$ cat src/hdl/itpd_pkg.sv
// Shared types and constants of the input trigger priority dispatcher.
package itpd_pkg;

   localparam int MAX_INPUTS    = 16;
   localparam int LEVELS_W      = 16;
   localparam int MODE_W        = 3;
   localparam int PRIO_W        = 2;
   localparam int EVENT_INPUT_W = 4;
   localparam int CSR_IDX_W     = 2;
   localparam int CSR_DATA_W    = 48;
   localparam int MODES_W       = MODE_W * MAX_INPUTS;
   localparam int PRIOS_W       = PRIO_W * MAX_INPUTS;

   // trigger modes
   localparam logic [MODE_W-1:0] TRIG_RISE   = 3'd0;
   localparam logic [MODE_W-1:0] TRIG_FALL   = 3'd1;
   localparam logic [MODE_W-1:0] TRIG_CHANGE = 3'd2;
   localparam logic [MODE_W-1:0] TRIG_HIGH   = 3'd3;
   localparam logic [MODE_W-1:0] TRIG_LOW    = 3'd4;

   // priorities
   localparam logic [PRIO_W-1:0] PRIO_NONE   = 2'd0;
   localparam logic [PRIO_W-1:0] PRIO_LOW    = 2'd1;
   localparam logic [PRIO_W-1:0] PRIO_MEDIUM = 2'd2;
   localparam logic [PRIO_W-1:0] PRIO_HIGH   = 2'd3;

   // register indexes
   localparam logic [CSR_IDX_W-1:0] CSR_BLOCK_ENABLE  = 2'd0;
   localparam logic [CSR_IDX_W-1:0] CSR_INPUT_ENABLES = 2'd1;
   localparam logic [CSR_IDX_W-1:0] CSR_TRIGGER_MODES = 2'd2;
   localparam logic [CSR_IDX_W-1:0] CSR_PRIORITIES    = 2'd3;

   // reset values: every mode any change, every priority medium
   localparam logic [MODES_W-1:0] MODES_RESET = 48'h4924_9249_2492;
   localparam logic [PRIOS_W-1:0] PRIOS_RESET = 32'hAAAA_AAAA;

   typedef struct packed {
      logic [EVENT_INPUT_W-1:0] event_input;
      logic                     event_level;
      logic [PRIO_W-1:0]        event_priority;
      logic                     last;
   } event_type;

endpackage

$ cat src/hdl/itpd_req_if.sv
// Sample channel: valid/ready handshake carrying one level sample.
interface itpd_req_if;
   import itpd_pkg::*;

   logic                valid;
   logic                ready;
   logic [LEVELS_W-1:0] levels;

   modport source (output valid, output levels, input ready);
   modport sink   (input valid, input levels, output ready);
endinterface

$ cat src/hdl/itpd_rsp_if.sv
// Event channel: valid/ready handshake carrying one dispatched event.
interface itpd_rsp_if;
   import itpd_pkg::*;

   logic                     valid;
   logic                     ready;
   logic [EVENT_INPUT_W-1:0] event_input;
   logic                     event_level;
   logic [PRIO_W-1:0]        event_priority;
   logic                     last;

   modport source (output valid, output event_input, output event_level,
                   output event_priority, output last, input ready);
   modport sink   (input valid, input event_input, input event_level,
                   input event_priority, input last, output ready);
endinterface

$ cat src/hdl/input_trigger_priority_dispatch_top.sv
// Top level of the input trigger priority dispatcher.
//
// Usage:
//  req_ch carries one sample of input levels per item (valid/ready).
//  rsp_ch carries one event per item: input index, its level, its priority
//  and a last mark on the final event of a sample.
//  csr_* is a plain write port: csr_we, csr_index, csr_wdata. Write only
//  while no sample is still dispatching.
// Path: a sample's events pass through the pending buffer, which loads at the
//  accept edge, then the output register, before they are on rsp_ch.
// Throughput: one event per cycle while rsp_ch is not stalled, set by the single
//  merge stage that picks one event from the pending buffer each cycle. A sample
//  that causes k events (up to NUM_INPUTS) holds the pending buffer until they
//  have left; the next sample is taken in the cycle its last event leaves. Samples
//  that cause no event, or arrive while the block is disabled, never hold it.
// Reset: synchronous, active high. Registers return to their reset values,
//  previous levels clear, pending events and the output register drop.
// Stall: while rsp_ch.ready is low the output register holds its event, the
//  pending buffer holds once that register is full, and req_ch.ready stays
//  low once a sample with events is waiting there.
module input_trigger_priority_dispatch_top #(
   parameter int NUM_INPUTS = 16
) (
   input  logic                                   clock,
   input  logic                                   reset,
   itpd_req_if.sink                               req_ch,
   itpd_rsp_if.source                             rsp_ch,
   input  logic                                   csr_we,
   input  logic [itpd_pkg::CSR_IDX_W-1:0]         csr_index,
   input  logic [itpd_pkg::CSR_DATA_W-1:0]        csr_wdata
);
   import itpd_pkg::*;

   // configuration registers
   logic                block_enable_ff;
   logic [MAX_INPUTS-1:0] input_enables_ff;
   logic [MODES_W-1:0]  trigger_modes_ff;
   logic [PRIOS_W-1:0]  priorities_ff;

   // levels of the last accepted sample while enabled
   logic [NUM_INPUTS-1:0] prev_ff;

   logic [NUM_INPUTS-1:0][PRIO_W-1:0] lane_class;
   logic      accept, load, pend_any, advance;
   event_type head;
   event_type out_event_ff;
   logic      out_valid_ff;

   always_ff @(posedge clock) begin
      if (reset) begin
         block_enable_ff  <= 1'b0;
         input_enables_ff <= '0;
         trigger_modes_ff <= MODES_RESET;
         priorities_ff    <= PRIOS_RESET;
      end else if (csr_we) begin
         unique case (csr_index)
            CSR_BLOCK_ENABLE:  block_enable_ff  <= csr_wdata[0];
            CSR_INPUT_ENABLES: input_enables_ff <= csr_wdata[MAX_INPUTS-1:0];
            CSR_TRIGGER_MODES: trigger_modes_ff <= csr_wdata[MODES_W-1:0];
            CSR_PRIORITIES:    priorities_ff    <= csr_wdata[PRIOS_W-1:0];
            default: ;
         endcase
      end
   end

   // one lane per input, all checked in the same cycle
   for (genvar i = 0; i < NUM_INPUTS; i++) begin : g_lane
      itpd_lane u_lane (
         .enable      (input_enables_ff[i]),
         .mode        (trigger_modes_ff[MODE_W*i +: MODE_W]),
         .prio        (priorities_ff[PRIO_W*i +: PRIO_W]),
         .prev_level  (prev_ff[i]),
         .now_level   (req_ch.levels[i]),
         .event_class (lane_class[i])
      );
   end

   // merge advances when the output register is free or being drained
   assign advance = pend_any && (!out_valid_ff || rsp_ch.ready);

   // new sample once the buffer is empty or its last event moves out now
   assign req_ch.ready = !pend_any || (advance && head.last);
   assign accept       = req_ch.valid && req_ch.ready;
   assign load         = accept && block_enable_ff;

   itpd_merge #(
      .NUM_INPUTS (NUM_INPUTS)
   ) u_merge (
      .clock       (clock),
      .reset       (reset),
      .load        (load),
      .load_class  (lane_class),
      .load_levels (req_ch.levels[NUM_INPUTS-1:0]),
      .pop         (advance),
      .pend_any    (pend_any),
      .head        (head)
   );

   // disabled samples leave the stored levels alone
   always_ff @(posedge clock) begin
      if (reset) begin
         prev_ff <= '0;
      end else if (load) begin
         prev_ff <= req_ch.levels[NUM_INPUTS-1:0];
      end
   end

   // output register
   always_ff @(posedge clock) begin
      if (reset) begin
         out_valid_ff <= 1'b0;
      end else if (advance) begin
         out_valid_ff <= 1'b1;
      end else if (rsp_ch.ready) begin
         out_valid_ff <= 1'b0;
      end
   end

   always_ff @(posedge clock) begin
      if (advance) begin
         out_event_ff <= head;
      end
   end

   assign rsp_ch.valid          = out_valid_ff;
   assign rsp_ch.event_input    = out_event_ff.event_input;
   assign rsp_ch.event_level    = out_event_ff.event_level;
   assign rsp_ch.event_priority = out_event_ff.event_priority;
   assign rsp_ch.last           = out_event_ff.last;

   // a shown event always has a real priority
   a_prio_real: assert property (@(posedge clock) disable iff (reset)
      out_valid_ff |-> out_event_ff.event_priority != PRIO_NONE)
      else $error("event shown with priority none");

   // a sample taken while disabled must not move the stored levels
   a_prev_hold: assert property (@(posedge clock) disable iff (reset)
      (accept && !block_enable_ff) |=> $stable(prev_ff))
      else $error("stored levels changed on a disabled sample");

   // pending events with a free output register show up next cycle
   a_drain: assert property (@(posedge clock) disable iff (reset)
      (pend_any && !out_valid_ff) |=> out_valid_ff)
      else $error("pending event not moved to output");

   // no sample is taken while events other than the outgoing one wait
   a_no_overrun: assert property (@(posedge clock) disable iff (reset)
      (accept && pend_any) |-> (advance && head.last))
      else $error("sample accepted over pending events");

endmodule

$ cat src/hdl/itpd_lane.sv
// One detection lane: trigger check of one input, yields its event class.
module itpd_lane (
   input  logic                          enable,
   input  logic [itpd_pkg::MODE_W-1:0]   mode,
   input  logic [itpd_pkg::PRIO_W-1:0]   prio,
   input  logic                          prev_level,
   input  logic                          now_level,
   output logic [itpd_pkg::PRIO_W-1:0]   event_class
);
   import itpd_pkg::*;

   logic fired;

   always_comb begin
      unique case (mode)
         TRIG_RISE:   fired = !prev_level && now_level;
         TRIG_FALL:   fired = prev_level && !now_level;
         TRIG_CHANGE: fired = prev_level != now_level;
         TRIG_HIGH:   fired = now_level;
         TRIG_LOW:    fired = !now_level;
         default:     fired = 1'b0;
      endcase
   end

   // class none means no event from this lane
   assign event_class = (enable && fired) ? prio : PRIO_NONE;

endmodule

$ cat src/hdl/itpd_merge.sv
// Merge stage: holds lane classes of one sample, hands out events in order.
module itpd_merge #(
   parameter int NUM_INPUTS = 16
) (
   input  logic                                        clock,
   input  logic                                        reset,
   input  logic                                        load,
   input  logic [NUM_INPUTS-1:0][itpd_pkg::PRIO_W-1:0] load_class,
   input  logic [NUM_INPUTS-1:0]                       load_levels,
   input  logic                                        pop,
   output logic                                        pend_any,
   output itpd_pkg::event_type                         head
);
   import itpd_pkg::*;

   localparam int IDX_W = (NUM_INPUTS > 1) ? $clog2(NUM_INPUTS) : 1;

   logic [NUM_INPUTS-1:0][PRIO_W-1:0] class_ff, class_in;
   logic [NUM_INPUTS-1:0]             level_ff;
   logic [NUM_INPUTS-1:0]             mask_hi, mask_med, mask_low, nonzero;
   logic [NUM_INPUTS-1:0]             sel_mask, sel_onehot, rest;
   logic [PRIO_W-1:0]                 sel_prio;
   logic [IDX_W-1:0]                  sel_idx;

   always_comb begin
      for (int i = 0; i < NUM_INPUTS; i++) begin
         mask_hi[i]  = class_ff[i] == PRIO_HIGH;
         mask_med[i] = class_ff[i] == PRIO_MEDIUM;
         mask_low[i] = class_ff[i] == PRIO_LOW;
         nonzero[i]  = class_ff[i] != PRIO_NONE;
      end
   end

   always_comb begin
      if (|mask_hi) begin
         sel_mask = mask_hi;
         sel_prio = PRIO_HIGH;
      end else if (|mask_med) begin
         sel_mask = mask_med;
         sel_prio = PRIO_MEDIUM;
      end else begin
         sel_mask = mask_low;
         sel_prio = PRIO_LOW;
      end
   end

   // lowest set bit of the winning class
   assign sel_onehot = sel_mask & (~sel_mask + NUM_INPUTS'(1));
   assign rest       = nonzero & ~sel_onehot;
   assign pend_any   = |nonzero;

   always_comb begin
      sel_idx = '0;
      for (int i = 0; i < NUM_INPUTS; i++) begin
         if (sel_onehot[i]) begin
            sel_idx = IDX_W'(i);
         end
      end
   end

   always_comb begin
      head.event_input    = EVENT_INPUT_W'(sel_idx);
      head.event_level    = level_ff[sel_idx];
      head.event_priority = sel_prio;
      head.last           = ~|rest;
   end

   always_comb begin
      class_in = class_ff;
      if (load) begin
         class_in = load_class;
      end else if (pop) begin
         for (int i = 0; i < NUM_INPUTS; i++) begin
            if (sel_onehot[i]) begin
               class_in[i] = PRIO_NONE;
            end
         end
      end
   end

   always_ff @(posedge clock) begin
      if (reset) begin
         class_ff <= '0;
      end else begin
         class_ff <= class_in;
      end
   end

   always_ff @(posedge clock) begin
      if (load) begin
         level_ff <= load_levels;
      end
   end

endmodule

$ cat src/flat_wrapper.sv
// flat-port wrapper written by rule: the top's interface ports become plain ports
module input_trigger_priority_dispatch_top_flat import itpd_pkg::*;
#(
   parameter int NUM_INPUTS = 16
)
  (clock, reset, csr_we, csr_index, csr_wdata, req_ch_valid, req_ch_levels, req_ch_ready, rsp_ch_valid, rsp_ch_event_input, rsp_ch_event_level, rsp_ch_event_priority, rsp_ch_last, rsp_ch_ready);
  itpd_req_if req_ch_i ();
  itpd_rsp_if rsp_ch_i ();
  input  logic clock;
  input  logic reset;
  input  logic csr_we;
  input  logic [itpd_pkg::CSR_IDX_W-1:0] csr_index;
  input  logic [itpd_pkg::CSR_DATA_W-1:0] csr_wdata;
  input wire logic [$bits(req_ch_i.valid)-1:0] req_ch_valid;
  input wire logic [$bits(req_ch_i.levels)-1:0] req_ch_levels;
  output wire logic [$bits(req_ch_i.ready)-1:0] req_ch_ready;
  output wire logic [$bits(rsp_ch_i.valid)-1:0] rsp_ch_valid;
  output wire logic [$bits(rsp_ch_i.event_input)-1:0] rsp_ch_event_input;
  output wire logic [$bits(rsp_ch_i.event_level)-1:0] rsp_ch_event_level;
  output wire logic [$bits(rsp_ch_i.event_priority)-1:0] rsp_ch_event_priority;
  output wire logic [$bits(rsp_ch_i.last)-1:0] rsp_ch_last;
  input wire logic [$bits(rsp_ch_i.ready)-1:0] rsp_ch_ready;
  assign req_ch_i.valid = req_ch_valid;
  assign req_ch_i.levels = req_ch_levels;
  assign req_ch_ready = req_ch_i.ready;
  assign rsp_ch_valid = rsp_ch_i.valid;
  assign rsp_ch_event_input = rsp_ch_i.event_input;
  assign rsp_ch_event_level = rsp_ch_i.event_level;
  assign rsp_ch_event_priority = rsp_ch_i.event_priority;
  assign rsp_ch_last = rsp_ch_i.last;
  assign rsp_ch_i.ready = rsp_ch_ready;
  input_trigger_priority_dispatch_top #(.NUM_INPUTS(NUM_INPUTS)) u_core (.clock(clock), .reset(reset), .req_ch(req_ch_i), .rsp_ch(rsp_ch_i), .csr_we(csr_we), .csr_index(csr_index), .csr_wdata(csr_wdata));
endmodule
$ cat config.mk
export PLATFORM = sky130hd
export DESIGN_NAME = input_trigger_priority_dispatch_top_flat
export DESIGN_NICKNAME = d
export VERILOG_FILES = /design/src/hdl/itpd_pkg.sv /design/src/hdl/itpd_req_if.sv /design/src/hdl/itpd_rsp_if.sv /design/src/hdl/input_trigger_priority_dispatch_top.sv /design/src/hdl/itpd_lane.sv /design/src/hdl/itpd_merge.sv /design/src/flat_wrapper.sv
export SDC_FILE = /design/constraint.sdc
export NUM_CORES = 1
export LEC_CHECK = 0
export BUFFER_PORTS_ARGS = -buffer_cell sky130_fd_sc_hd__buf_4
export CAP_MARGIN = 20
export CORE_MARGIN = 2
export CORE_UTILIZATION = 55
export CTS_CLUSTER_DIAMETER = 40
export DETAILED_ROUTE_END_ITERATION = 10
export PLACE_DENSITY = 0.75
export RECOVER_POWER = 25
export SYNTH_ARGS = -nofsm -noshare
export SYNTH_HDL_FRONTEND = slang
export SYNTH_SLANG_ARGS = --single-unit
$ cat constraint.sdc
create_clock -name clock -period 4.71 [get_ports clock]
set_clock_uncertainty 0.15 [all_clocks]
set_input_delay 0 -clock clock [delete_from_list [all_inputs] [get_ports clock]]
set_output_delay 0 -clock clock [all_outputs]
set_load 0.01 [all_outputs]
# --- Yosys cells after proc, flatten, opt, wreduce, memory -nomap -nowiden ---
# Index checks and enable logic that the tools add are counted.
op_classes:
  addsub: 1
  magnitude_cmp: 1
  eq_ne: 131
  mux: 72
  n_bitwise: 4
  reduce_logical: 164
op_table:
  columns: ["cell", "count"]
  rows:
  - ["$eq A3 B2 Y1 const B", 32]
  - ["$pmux W1 S5", 16]
  - ["$eq A2 B2 Y1 const B", 34]
  - ["$reduce_bool A2 Y1", 34]
  - ["$mux W2", 33]
  - ["$mux W32", 2]
  - ["$reduce_or A16 Y1", 4]
  - ["$mux W4", 14]
  - ["$logic_and A1 B1 Y1", 52]
  - ["$eq A3 B1 Y1 const B", 16]
  - ["$eq A3 B3 Y1 const B", 16]
  - ["$logic_not A3 Y1", 16]
  - ["$reduce_and A2 Y1", 20]
  - ["$logic_not A1 Y1", 35]
  - ["$eq A2 B1 Y1 const B", 17]
  - ["$and A16 B16 Y16", 2]
  - ["$mux W16", 2]
  - ["$not A16 Y16", 2]
  - ["$add A16 B1 Y16 const B", 1]
  - ["$ne A1 B1 Y1", 16]
  - ["$lt A4 B5 Y1 const B", 1]
  - ["$bmux W1 S4", 1]
  - ["$mux W1", 4]
  - ["$logic_not A2 Y1", 1]
  - ["$logic_or A1 B1 Y1", 2]
totals:
  ff_bits: 170
  input_bits: 71
  elab_cells: 400

# --- Depth between registers and ports, before layout ---
depth:
  depth_word: 24
  ltp_mapped: 18
  ltp_nobuf: 13

# --- Cells and area by module ---
# From an unflattened synthesis, not the netlist that was laid out.
hier_totals:
  cells_unflattened: 1211
  hier_area_um2: 9889.5
modules_own_cells:
  columns: ["mod", "n_inst", "cells_per_inst", "area_per_inst_um2", "seq_area_each_um2"]
  rows:
  - ["input_trigger_priority_dispatch_top", 1, 511, 4474.3, 2522.4]
  - ["itpd_merge", 1, 412, 3233.1, 1121.1]
  - ["itpd_lane", 16, 18, 136.4, 0.0]

# --- Least setup slack after synthesis ---
# OpenSTA, ideal clock, no wires.
synth_path:
  kind: "flip-flop to flip-flop"
  start: "reg u_core.u_merge.class_ff[10] (netlist name)"
  end: "reg u_core.u_merge.level_ff[0] (enable)"
  arrival_ns: 3.654
  t_required_ns: 4.196
  path_slack_ns: 0.542
  path_stages_with_launch: 16
  n_path_buf: 4
  synth_period_minus_slack_ns: 4.168
  cell_sequence: "dfxtp_1 buf_2 nand2b_1 o2111ai_1 or4_4 buf_6 a21o_1 a221o_1 o41a_1 nor4_1 a31oi_1 buf_6 inv_2 buf_4 nand2_1 inv_1"
synth_between:
  elab_chain_len: 15
  word_cells_on_any_way: 22
  cone_classes: "1 x add/sub; 3 x eq/ne; 2 x mux; 4 x bitwise; 12 x reduce/logical"
synth_rtl:
  columns: ["element", "line_no", "source"]
  rows:
  - ["start: declaration", "itpd_merge.sv:18", "logic [NUM_INPUTS-1:0][PRIO_W-1:0] class_ff, class_in;"]
  - ["start signal: assignment", "itpd_merge.sv:85", "class_ff <= class_in;"]
  - ["$eq A2 B2 Y1", "itpd_merge.sv:28", "mask_med[i] = class_ff[i] == PRIO_MEDIUM;"]
  - ["$reduce_or A16 Y1", "itpd_merge.sv:38", "end else if (|mask_med) begin"]
  - ["$mux W16", "itpd_merge.sv:38", null]
  - ["$mux W16", "itpd_merge.sv:35", "if (|mask_hi) begin"]
  - ["$not A16 Y16", "itpd_merge.sv:48", "assign sel_onehot = sel_mask & (~sel_mask + NUM_INPUTS'(1));"]
  - ["$add A16 B1 Y16", "itpd_merge.sv:48", null]
  - ["$and A16 B16 Y16", "itpd_merge.sv:48", null]
  - ["$not A16 Y16", "itpd_merge.sv:49", "assign rest = nonzero & ~sel_onehot;"]
  - ["$and A16 B16 Y16", "itpd_merge.sv:49", null]
  - ["$reduce_or A16 Y1", "itpd_merge.sv:65", "head.last = ~|rest;"]
  - ["$logic_not A1 Y1", "itpd_merge.sv:65", null]
  - ["$logic_and A1 B1 Y1", "input_trigger_priority_dispatch_top.sv:82", "assign req_ch.ready = !pend_any || (advance && head.last);"]
  - ["$logic_or A1 B1 Y1 (*)", "input_trigger_priority_dispatch_top.sv:82", null]
  - ["$logic_and A1 B1 Y1 (*)", "input_trigger_priority_dispatch_top.sv:83", "assign accept = req_ch.valid && req_ch.ready;"]
  - ["$logic_and A1 B1 Y1 (*)", "input_trigger_priority_dispatch_top.sv:84", "assign load = accept && block_enable_ff;"]
  - ["via u_core.load", "input_trigger_priority_dispatch_top.sv:44", "logic accept, load, pend_any, advance;"]
  - ["end signal: assignment", "itpd_merge.sv:91", "level_ff <= load_levels;"]
  - ["end: declaration", "itpd_merge.sv:19", "logic [NUM_INPUTS-1:0] level_ff;"]
# Mark *: on every way through the listed nets, which the timed path passes. The rest lies on a longest branch.
# A chain may end at the register's enable or synchronous reset.

# --- Worst setup path after layout ---
layout_path:
  start: "reg u_core.u_merge.class_ff[22] (netlist name)"
  end: "out req_ch_ready"
layout_between:
  elab_chain_len: 13
  word_cells_on_any_way: 20
  cone_classes: "1 x add/sub; 3 x eq/ne; 2 x mux; 4 x bitwise; 10 x reduce/logical"
layout_rtl:
  columns: ["element", "line_no", "source"]
  rows:
  - ["$eq A2 B2 Y1", "itpd_merge.sv:28", null]
  - ["$reduce_or A16 Y1", "itpd_merge.sv:38", null]
  - ["$mux W16", "itpd_merge.sv:38", null]
  - ["$mux W16", "itpd_merge.sv:35", null]
  - ["$not A16 Y16", "itpd_merge.sv:48", null]
  - ["$add A16 B1 Y16", "itpd_merge.sv:48", null]
  - ["$and A16 B16 Y16", "itpd_merge.sv:48", null]
  - ["$not A16 Y16", "itpd_merge.sv:49", null]
  - ["$and A16 B16 Y16", "itpd_merge.sv:49", null]
  - ["$reduce_or A16 Y1", "itpd_merge.sv:65", null]
  - ["$logic_not A1 Y1", "itpd_merge.sv:65", null]
  - ["$logic_and A1 B1 Y1", "input_trigger_priority_dispatch_top.sv:82", null]
  - ["$logic_or A1 B1 Y1 (*)", "input_trigger_priority_dispatch_top.sv:82", null]
  - ["end: declaration", "flat_wrapper.sv:16", "output wire logic [$bits(req_ch_i.ready)-1:0] req_ch_ready;"]
# Every way passes the cells marked *; elsewhere a longest branch is shown, timed or not.

==> results.json <==
{
  "status": "complete, but fails checks",
  "failed_checks": "capacitance limit, slew limit",
  "tightest_slew_ns": 1.622,
  "grt_max_degree": 57,
  "hp-class": "input pin to flip-flop",
  "clockBufferDepth": 2,
  "slew_headroom": -0.08125,
  "firstDrtPassIters": 5,
  "antenna_found_initial": 0,
  "endpoint_kind": "output port",
  "synth.distinct_cells": 73,
  "ys_seq_elements": 170,
  "finalMaxSlewViolations": 33,
  "remaining_drc_errors": 0,
  "syn_inst": 1060,
  "chipWidth_um": 132.4,
  "worstSetupPathType": "flip-flop to output port",
  "p_per_area_nw_per_um2": 285.1,
  "ant_nets": 0,
  "synth_nets": 1163,
  "period_minus_slack_ns": 4.525,
  "track_usage": 0.3441,
  "syn-cell-area_um2": 9062,
  "yosysTopAreaCell": "dfxtp_1",
  "drt_wl_total_um": 29900,
  "yosys_warnings": 0,
  "htreeDepth": 4,
  "drtIter0Drc": 841,
  "p_leak_uw": 0.004404,
  "row_count": 46,
  "wire_per_inst_um": 20.76,
  "rsz0062_at_grt": "no",
  "final_cell_mix": "nand2_1 (234), dfxtp_1 (143), a21oi_1 (110), buf_4 (92), dlygate4sd3_1 (78)",
  "clock_sinks": 170,
  "final_hold_viol_count": 0,
  "synth_edf_count": 24,
  "worstSkewPairLatency_ns": 0.43,
  "initial_core_util": 0.5664,
  "timing.final.crit_share": 0.9606,
  "dp_hpwl_um": 20340,
  "num_vias": 8865,
  "synthArstFlopShare": 0,
  "worstPathArrival_ns": 4.37,
  "finalInstanceArea_um2": 11250,
  "setup_viol": 0,
  "critical_path_peak_fanout": 20,
  "vdd_drop_max_v": 0.0002433,
  "die_y_um": 132.4,
  "area_delta_synth_final_pct": 24.13,
  "fillers": 1270,
  "yosysSeqAreaShare": 0.4020,
  "layout_commonest_cell": "nand2_1",
  "numPortBuffers": 80,
  "critPathBufInv": 4,
  "nets": 1314,
  "synthTopCellsByArea": "dfxtp_1 (32%), nand2_1 (9.7%), edfxtp_1 (8.0%)",
  "cp_common_cell": "buf_4",
  "ios": 81,
  "placed_area_um2": 9942,
  "ctsRootBufferMaster": "clkbuf_16",
  "grt_pass1_wl_um": 47050,
  "max_freq_ghz": 0.2210,
  "final_layout_size_suffix_gt1_frac": 0.1601,
  "grt_pass1_vias": 8649,
  "cts_buffers": 17,
  "maxCapViolCount": 1,
  "final.setup.tns_ns": 0,
  "globalRoute.totalOverflow": 0,
  "critPathLaunchType": "flip-flop",
  "path_clk_slew_ns": 0.06,
  "critPathMaxStageDelay_ns": 0.73,
  "synth.top_cell.area_share": 0.3225,
  "die-area_um2": 17520,
  "vias_per_cell": 6.156,
  "cp_slowest_cell": "or4_4",
  "coreArea_um2": 16000,
  "cts_tree": "yes",
  "diodes": 0,
  "cp_top_family": "simple AND/OR/NAND/NOR gates",
  "postSynthAreaPerCell_um2": 8.549,
  "ys.flop_type": "dfxtp_1",
  "gp_congestion": 1.043,
  "path_cells": "nand2b_1, o2111ai_1, or4_4, a21oi_2, a2bb2oi_1, nand4_1, o41a_1, nor4_1, buf_4, a31oi_4, inv_2, buf_4, buf_4",
  "crit_required_ns": 4.56
}
[cell type report]
class | count | area, µm² | area share
multi-input cells | 744 | 4861 | 0.4321
flip-flops and latches | 170 | 3647 | 0.3242
repair buffers | 199 | 1613 | 0.1434
clock buffers | 19 | 442.9 | 0.03937
inverters | 79 | 296.5 | 0.02636
well taps | 216 | 270.3 | 0.02402
clock inverters | 13 | 118.9 | 0.01057
[synthesized netlist by cell type (all sizes together) (3+ instances only)]
| master | n |
|---|---|
| or3 | 3 |
| o211ai | 4 |
| nand3 | 25 |
| a2111oi | 6 |
| mux2 | 15 |
| a41oi | 4 |
| or2 | 3 |
| a2bb2oi | 3 |
| nand2b | 12 |
| clkbuf | 45 |
| nor2 | 33 |
| and3 | 3 |
| nor3 | 19 |
| o22ai | 10 |
| nand2 | 234 |
| mux2i | 7 |
| nand3b | 35 |
| a211oi | 4 |
| a22oi | 6 |
| o221ai | 7 |
| buf | 22 |
| mux4 | 18 |
| a31oi | 8 |
| o21ai | 36 |
| and2 | 3 |
| o41ai | 5 |
| ha | 32 |
| nor4 | 24 |
| inv | 79 |
| a21o | 4 |
| edfxtp | 24 |
| a22o | 27 |
| nand4b | 4 |
| o2111ai | 6 |
| a21oi | 112 |
| nand4 | 3 |
| dfxtp | 146 |
| a221oi | 3 |
[sequential cells by signal, indices dropped and copies added, names as in the netlist]
register,flops
u_core.rsp_ch.valid,1
u_core.priorities_ff,32
u_core.trigger_modes_ff,48
u_core.rsp_ch.event_input,4
u_core.u_merge.level_ff,16
u_core.rsp_ch.event_level,1
u_core.rsp_ch.event_priority,2
u_core.prev_ff,16
u_core.input_enables_ff,16
u_core.block_enable_ff,1
u_core.rsp_ch.last,1
u_core.u_merge.class_ff,32
[repair_timing]
action,in CTS,in global routing
setup endpoints to repair,0,60
hold buffers,78,0
gates resized for setup,0,8
endpoints found under the hold margin,131,0
buffers inserted,0,1
[metal layers]
layer | up-vias | wire length [µm] | track usage
li1 | 4076 | - | -
met1 | 4182 | 12230 | 0.4482
met2 | 525 | 13750 | 0.5484
met3 | 82 | 2765 | 0.06959
met4 | 0 | 1147 | 0.1655
met5 | - | 0 | 0
[path summary, 6_finish.rpt]
check                               from                          end  slack [ns]  depth (start not counted)
min reg2reg     u_core.priorities_ff[10]     u_core.priorities_ff[10]        0.31                          2
max          u_core.u_merge.class_ff[22]                 req_ch_ready        0.19                         13
max reg2reg  u_core.u_merge.class_ff[22]  u_core.u_merge.class_ff[13]        0.24                         13
min                         req_ch_valid   u_core.u_merge.class_ff[2]         0.1                          4
[worst reg2reg max path, cell delays in order, from the launching register on]
cell and delay [ns]:
dfxtp_1 0.44, nand2b_1 0.16, o2111ai_1 0.18, or4_4 0.73
a21oi_2 0.22, a2bb2oi_1 0.27, nand4_1 0.29, o41a_1 0.51
nor4_1 0.33, buf_4 0.18, a31oi_4 0.10, buf_4 0.27
nor4_1 0.40, a22o_1 0.18
[cells by family after synthesis]
group	share of synthesized area
DFF	0.4020
muxes	0.07110
and+or+nand+nor	0.2198
AOI/OAI and AO/OA	0.1949
adders and majority gates	0.04418
buffers and inverters	0.06793
[report_power, final]
group | switching (µW) | leakage (µW) | internal, µW
logic | 169 | 0.00273 | 155
clock network | 602 | 0.000267 | 747
registers | 27.3 | 0.00140 | 1510
[stage by stage]
stage	power, µW	util	setup WS, ns	hold WS [ns]	cells
floorplan	1709	-	0.5419	-0.05113	1060
global placement	1825	0.6214	0.1207	0.06045	1328
detailed placement	1831	0.6214	0.1230	0.06430	1328
CTS	3209	0.7053	0.03945	0.09173	1438
global route	3305	0.7031	0.04852	0.1245	1440
finish	3207	0.7031	0.1854	0.09566	1440
Power figures use the tool's default switching activity.
